## src/hdl/sv2c_pkg.sv

```systemverilog
package sv2c_pkg;

  localparam int DIMENSIONS   = 3;
  localparam int CORDIC_STEPS = 24;
  localparam int NSTEP = (CORDIC_STEPS < 30) ? CORDIC_STEPS : 30;

  localparam logic signed [35:0] PI_Q30      = 36'sd3373259426;
  localparam logic signed [35:0] HALF_PI_Q30 = 36'sd1686629713;
  localparam logic signed [35:0] TWO_PI_Q30  = 36'sd6746518852;
  localparam logic signed [33:0] GAIN_INV    = 34'sd652032874;
  localparam logic signed [31:0] HALF_RAD    = 32'sd32768;

  // floor(2^52 / (2*pi in Q.30)), i.e. floor(2^22 / 2*pi), for the angle quotient estimate
  localparam logic [19:0] TWO_PI_RECIP = 20'((64'sd1 <<< 52) / 64'(TWO_PI_Q30));

  localparam logic [2:0] REG_W_RAD = 3'd0;
  localparam logic [2:0] REG_W_POL = 3'd1;
  localparam logic [2:0] REG_W_AZI = 3'd2;
  localparam logic [2:0] REG_O_RAD = 3'd3;
  localparam logic [2:0] REG_O_POL = 3'd4;
  localparam logic [2:0] REG_O_AZI = 3'd5;

  function automatic logic signed [35:0] atan_q30(input int i);
    case (i)
      0: atan_q30 = 36'sd843314857;  1: atan_q30 = 36'sd497837829;
      2: atan_q30 = 36'sd263043837;  3: atan_q30 = 36'sd133525159;
      4: atan_q30 = 36'sd67021687;   5: atan_q30 = 36'sd33543516;
      6: atan_q30 = 36'sd16775851;   7: atan_q30 = 36'sd8388437;
      8: atan_q30 = 36'sd4194283;    9: atan_q30 = 36'sd2097149;
      default: atan_q30 = 36'sd1 <<< (30 - i);
    endcase
  endfunction

  function automatic logic signed [31:0] sat32(input logic signed [63:0] v);
    if (v > 64'sd2147483647) sat32 = 32'sh7FFFFFFF;
    else if (v < -64'sd2147483648) sat32 = 32'sh80000000;
    else sat32 = v[31:0];
  endfunction

endpackage

```

## src/hdl/sv2c_angle.sv

```systemverilog
// Angle reduction to [-pi/2, pi/2] in Q.30, registered over three stages.
module sv2c_angle import sv2c_pkg::*; (
  input  logic               clk,
  input  logic               en,
  input  logic signed [31:0] ang,
  output logic signed [35:0] z_out,
  output logic               flip_out
);
  localparam logic [45:0] TWO_PI_W = 46'(TWO_PI_Q30[32:0]);

  logic [31:0]        mag;
  logic [45:0]        qprod;
  logic [31:0]        mag1_r;
  logic [12:0]        q1_r;
  logic               neg1_r;
  logic [45:0]        wide, qt, diff;
  logic [34:0]        rm;
  logic signed [35:0] rem;
  logic signed [35:0] z1_r;
  logic signed [35:0] z2, z3;
  logic               fl;

  // stage 1: |ang| and a quotient estimate by reciprocal multiply,
  // low by at most one
  always_comb begin
    mag   = ang[31] ? 32'(-(33'(ang))) : 32'(ang);
    qprod = 46'(mag[31:6]) * 46'(TWO_PI_RECIP);
  end

  always_ff @(posedge clk) begin
    if (en) begin
      mag1_r <= mag;
      q1_r   <= qprod[44:32];
      neg1_r <= ang[31];
    end
  end

  // stage 2: remainder of |ang|*2^14 by 2*pi, one correction, dividend sign
  always_comb begin
    wide = {mag1_r, 14'd0};
    qt   = 46'(q1_r) * TWO_PI_W;
    diff = wide - qt;
    rm   = (diff >= TWO_PI_W) ? 35'(diff - TWO_PI_W) : diff[34:0];
    rem  = neg1_r ? -36'(rm) : 36'(rm);
  end

  always_ff @(posedge clk) if (en) z1_r <= rem;

  // stage 3: wrap into [-pi, pi], then fold into [-pi/2, pi/2]
  always_comb begin
    z2 = z1_r;
    if (z2 > PI_Q30) z2 = z2 - TWO_PI_Q30;
    if (z2 < -PI_Q30) z2 = z2 + TWO_PI_Q30;
    fl = 1'b0;
    z3 = z2;
    if (z2 > HALF_PI_Q30) begin
      z3 = PI_Q30 - z2; fl = 1'b1;
    end else if (z2 < -HALF_PI_Q30) begin
      z3 = -PI_Q30 - z2; fl = 1'b1;
    end
  end

  always_ff @(posedge clk) begin
    if (en) begin
      z_out    <= z3;
      flip_out <= fl;
    end
  end
endmodule

```

## config.mk

```make
export PLATFORM = sky130hd
export DESIGN_NAME = sv2c_angle
export DESIGN_NICKNAME = d
export VERILOG_FILES = /design/src/hdl/sv2c_pkg.sv /design/src/hdl/sv2c_angle.sv
export SDC_FILE = /design/constraint.sdc
export NUM_CORES = 1
export LEC_CHECK = 0
export BUFFER_PORTS_ARGS = -buffer_cell sky130_fd_sc_hd__buf_2
export CORE_ASPECT_RATIO = 0.9
export CORE_MARGIN = 5
export CORE_UTILIZATION = 45
export DETAILED_ROUTE_END_ITERATION = 6
export HOLD_SLACK_MARGIN = 0.15
export PLACE_DENSITY = 0.67
export SETUP_SLACK_MARGIN = 0.05
export SLEW_MARGIN = 40
export SYNTH_ARGS = -nofsm -noshare
export SYNTH_HDL_FRONTEND = slang
export SYNTH_SLANG_ARGS = --single-unit
```

## constraint.sdc

```tcl
create_clock -name clk -period 23.3 [get_ports clk]
set_clock_uncertainty 0.15 [all_clocks]
set_input_delay 2.33 -clock clk [delete_from_list [all_inputs] [get_ports clk]]
set_output_delay 2.33 -clock clk [all_outputs]
set_load 0.005 [all_outputs]
```

# Yosys cells after proc, flatten, opt, wreduce, memory -nomap -nowiden
# Cells that the tools add are included.
[totals] register_bits=119 in_bits=34 word_cells=30
[op_classes] n_addsub=8 mul=2 order_cmp=5 muxes=8
[ops] op="$mux 36" n=4
[ops] op="$sub 33x36->36 const A" n=2
[ops] op="$mux 35" n=2
[ops] op="$ge 46x33->1 const B" n=1
[ops] op="$sub 46x46->46" n=1
[ops] op="$mul 13x31->44 const B" n=1
[ops] op="$mul 26x17->42 const B" n=1
[ops] op="$add 36x34->36 const B" n=1
[ops] op="$gt 36x32->1 const B" n=1
[ops] op="$gt 36x33->1 const B" n=1
[ops] op="$lt 36x32->1 const B" n=1
[ops] op="$lt 36x33->1 const B" n=1
[ops] op="$neg 35->36" n=1
[ops] op="$sub 36x34->36 const B" n=1
[ops] op="$sub 35x33->35 const B" n=1
[ops] op="$mux 32" n=1
[ops] op="$neg 32->32" n=1
[ops] op="$mux 1" n=1

# Logic depth before layout (Yosys ltp)
[depth] word_depth=7 depth_mapped=53 depth_no_buf=48

# Least setup slack after synthesis
# OpenSTA, ideal clock, no wires.
[synth_timing] kind="in2reg" startpoint="input ang[4]" endpoint="register q1_r[12], data pin" t_arrival_ns=11.120 required_time_ns=22.890 slack_ns=11.770 stages=32 n_path_buf=0 path_cell_list="nor4_1 nand2_1 or4_1 or3_1 or4_1 o31a_1 xor2_1 inv_1 fa_1 inv_1 fa_1 fa_1 inv_1 fa_1 fa_1 inv_1 fa_1 ha_1 a21o_1 a21o_1 a22oi_1 nand3_1 a211o_1 and3_1 o31a_1 o221a_2 and2_1 o21a_1 o21a_1 or4_1 a31oi_1 xnor2_1"
[synth_via] elab_chain_len=3
[synth_lines] item="start, declared" line_no="sv2c_angle.sv:5" text="input logic signed [31:0] ang,"
[synth_lines] item="$neg 32->32" line_no="sv2c_angle.sv:26" text="mag = ang[31] ? 32'(-(33'(ang))) : 32'(ang);"
[synth_lines] item="$mux 32" line_no="sv2c_angle.sv:26"
[synth_lines] item="net mag[24]" line_no="sv2c_angle.sv:11" text="logic [31:0] mag;"
[synth_lines] item="$mul 26x17->42" line_no="sv2c_angle.sv:27" text="qprod = 46'(mag[31:6]) * 46'(TWO_PI_RECIP);"
[synth_lines] item="net qprod[44]" line_no="sv2c_angle.sv:12" text="logic [45:0] qprod;"
[synth_lines] item="end signal, assigned" line_no="sv2c_angle.sv:33" text="q1_r <= qprod[44:32];"
[synth_lines] item="end, declared" line_no="sv2c_angle.sv:14" text="logic [12:0] q1_r;"
# The timed path passes the listed nets, and every way through them passes these cells.
# A chain may end at the register's enable or synchronous reset.

# Worst setup path after layout
[layout_timing] startpoint="register q1_r[0]" endpoint="register z1_r[26], data pin"
[layout_via] elab_chain_len=6 elab_cells_between_ends=7
[layout_lines] item="$mul 13x31->44 *" line_no="sv2c_angle.sv:41" text="qt = 46'(q1_r) * TWO_PI_W;"
[layout_lines] item="$sub 46x46->46 *" line_no="sv2c_angle.sv:42" text="diff = wide - qt;"
[layout_lines] item="$ge 46x33->1 / $sub 35x33->35 (equally long branches)" line_no="sv2c_angle.sv:43" text="rm = (diff >= TWO_PI_W) ? 35'(diff - TWO_PI_W) : diff[34:0];"
[layout_lines] item="$mux 35 *" line_no="sv2c_angle.sv:43"
[layout_lines] item="$neg 35->36" line_no="sv2c_angle.sv:44" text="rem = neg1_r ? -36'(rm) : 36'(rm);"
[layout_lines] item="$mux 35 *" line_no="sv2c_angle.sv:44"
[layout_lines] item="net rem[26]" line_no="sv2c_angle.sv:18" text="logic signed [35:0] rem;"
[layout_lines] item="end signal, assigned" line_no="sv2c_angle.sv:47" text="always_ff @(posedge clk) if (en) z1_r <= rem;"
[layout_lines] item="end, declared" line_no="sv2c_angle.sv:19" text="logic signed [35:0] z1_r;"
# The timed path passes the listed nets; every way through them passes the cells marked *.

==> results by group <==
GRT
  – Antenna violations before repair: 0
  – Total grt overflow: 0
  – Pin count of the biggest net entering global routing: 68
  – Vias in the first global route: 21,600
  – First-pass GRT wire length: 115,000 um
  – Gr usage total: 22.5%

Die
  – Die Y: 240 um
  – Starting Density: 45.3%
  – Row count: 84
  – Die area: 0.0637 mm^2
  – Die W: 266 um
  – Core area: 0.0583 mm^2
  – # IOs: 71

Timing
  – Period utilization: 54.3%
  – Setup TNS: 0 ns
  – Tmin final: 12.66 ns
  – Final Hold Viols: 0
  – # setup viols final: 0
  – Pin slew with the least headroom to its limit: 0.886 ns
  – Highest clock rate: 0.0790 GHz
  – Worst rel slew slack: 40.3%
  – RSZ-0062 raised after global routing: no
  – Worst Slack Setup Final: 10.64 ns
  – Fin. max-slew vios: 0

Clock network
  – TritonCTS clock tree: built
  – Reg clk slew, reported paths: 0.08 ns
  – Post-CTS Hold Buffers: 0
  – Post-CTS Resized: 0
  – Clock tree sinks: 115
  – Postcts setup bufs: 0
  – H-tree depth: 4
  – CTS Buffer Depth: 2
  – Worst skew pair latency: 0.47 ns
  – Num CTS Buffers: 17
  – Root buf cell: clkbuf_16

Synthesis
  – Avg Synthesized Cell Area: 9.11 um^2
  – Post-synth top area share: 21.3%
  – Register bit total from synthesis: 115
  – Most frequent cells after synthesis: 464 x inv_1, 355 x ha_1, 281 x fa_1
  – Async set-reset flop share out of synthesis: 0%
  – Synthesized cell area: 0.0264 mm^2
  – Count of cell types in the netlist: 112
  – Count leader, synth: inv_1
  – Area leader, netlist: fa_1
  – Synth Flop Type: edfxtp_1
  – Synth area leaders: fa_1 21%, ha_1 17%, edfxtp_1 13%, inv_1 6.6%, xnor2_1 5.6%
  – Sequential-to-total area share from yosys stat: 13.1%
  – Post-Syn Nets: 3,573
  – Yosys synthesis warning count: 0
  – Post-synth EDFFs: 115
  – Syn Inst Count: 2,903

Worst setup path
  – CP startpoint kind: register
  – CP Class: register to register
  – Worst Path Arrival: 12.72 ns
  – CP required: 23.36 ns
  – Critical Path End Type: register
  – Peak per-stage delay on the critical path: 0.75 ns
  – Max stage delay cell, worst path: a2111oi_0
  – Worst-path maximum fanout: 48

Hold path
  – Hold Path Class: register to register

Route
  – ANT nets after route: 0
  – Drt drc: 0
  – WL final: 71,400 um
  – DRT iter0 DRCs: 1,568
  – Vias per inst: 5.74
  – Drt first pass iters: 6
  – WL/cell: 19.1 um
  – Via Count: 21,400

Placement
  – Area of placed instances: 0.0277 mm^2
  – DP Cell Count: 3,703
  – Place WS: 10.63 ns
  – I/O Buffers: 69
  – Post-detail-place hpwl: 59,400 um
  – Gpl congestion: 0.978

Finish
  – Post-route cell area: 0.0283 mm^2
  – Layout Nets: 3,618
  – Layout cells sized above 1: 8.14%
  – Filler instances: 5,450
  – Synthesis-to-layout area growth: 6.86%
  – Ant. Diodes: 0
  – Non-filler instance count after layout: 3,735

Flow run
  – Maxcap violations: 0

Run status
  – Outcome: complete, no violations
layout by cell type (no fill, tap or decap), drive strengths merged, types with 11 or more instances in the layout:
cell,synthesis,routed
fa,281,281
mux2i,15,15
o311ai,12,12
a21oi,126,126
a2111oi,13,13
and2,31,31
nand4,24,24
buf,36,99
o31ai,27,27
o21ai,122,122
nor2b,31,31
nand2,148,148
nand2b,30,30
nand3,62,62
and3,22,22
or3,26,26
nor4,14,14
nor2,160,160
or2,24,24
a21o,70,70
a21boi,14,14
o21a,34,34
edfxtp,115,115
ha,355,355
clkbuf,37,17
xnor2,170,170
or4,15,15
a31oi,24,24
o22ai,25,25
a211oi,12,12
inv,464,469
nor3,66,66
a211o,19,19
nor3b,11,11
o211ai,25,25
xor2,82,82
sequential cells by signal (all words and copies together), names as in the netlist:
signal  cells
neg1_r      1
mag1_r     32
z1_r       34
z_out      35
q1_r       13
logic make-up after synthesis:
kind of cell | count (synthesis) | synth area share [%]
and+or+nand+nor | 697 | 13.9
AOI/OAI and AO/OA | 645 | 17.7
other | 1 | 0.0142
adders and majority gates | 636 | 38.1
DFF | 115 | 13.1
muxes | 19 | 0.738
xor gates and xnor gates | 252 | 8.43
buffers and inverters | 538 | 8.13
layer usage:
layer / up-vias / routed length, um / GRT usage [%]
met2: 557 / 34700 / 39.2
met5: - / 0 / 0
met3: 85 / 3130 / 2.77
met1: 10600 / 31900 / 30.1
met4: 0 / 1650 / 5.55
li1: 10200 / - / -
cell type report:
| type | instances | area [um^2] | share of cell area [%] |
|---|---|---|---|
| clock buffer | 17 | 425 | 1.51 |
| clock inverter | 15 | 154 | 0.545 |
| inverter | 465 | 1750 | 6.18 |
| multi-input combinational | 2250 | 20900 | 74.0 |
| sequential | 115 | 3450 | 12.2 |
| tap | 774 | 968 | 3.43 |
| timing repair buffer | 99 | 588 | 2.08 |
final timing paths:
path	slack, ns	cells past startpoint	to	start
worst max-delay path	10.64	48	z1_r[26]	q1_r[0]
worst min-delay path	0.80	1	z1_r[35]	neg1_r
worst max register to register	10.64	48	z1_r[26]	q1_r[0]
worst min register to register	0.80	1	z1_r[35]	neg1_r
worst max-delay path, delay by kind of cell, from the launching register on:
family | cells | cell delay (ns)
buffers and inverters | 6 | 1.24
and+or+nand+nor | 11 | 2.01
muxes | 1 | 0.35
DFF | 1 | 0.32
adders and majority gates | 6 | 2.47
xor gates and xnor gates | 3 | 0.51
AOI/OAI and AO/OA | 21 | 5.32
stage by stage:
stage	hold WS, ns	utilization (%)
5_1_grt	0.837	48.4
3_3_place_gp	0.837	47.3
6_report	0.799	48.4
2_1_floorplan	0.574	-
4_1_cts	0.793	48.4
3_5_place_dp	0.783	47.4
Power is left out: the tool's default activity adds up to more than one toggle a clock period on the data nets, which glitch-free logic cannot reach.
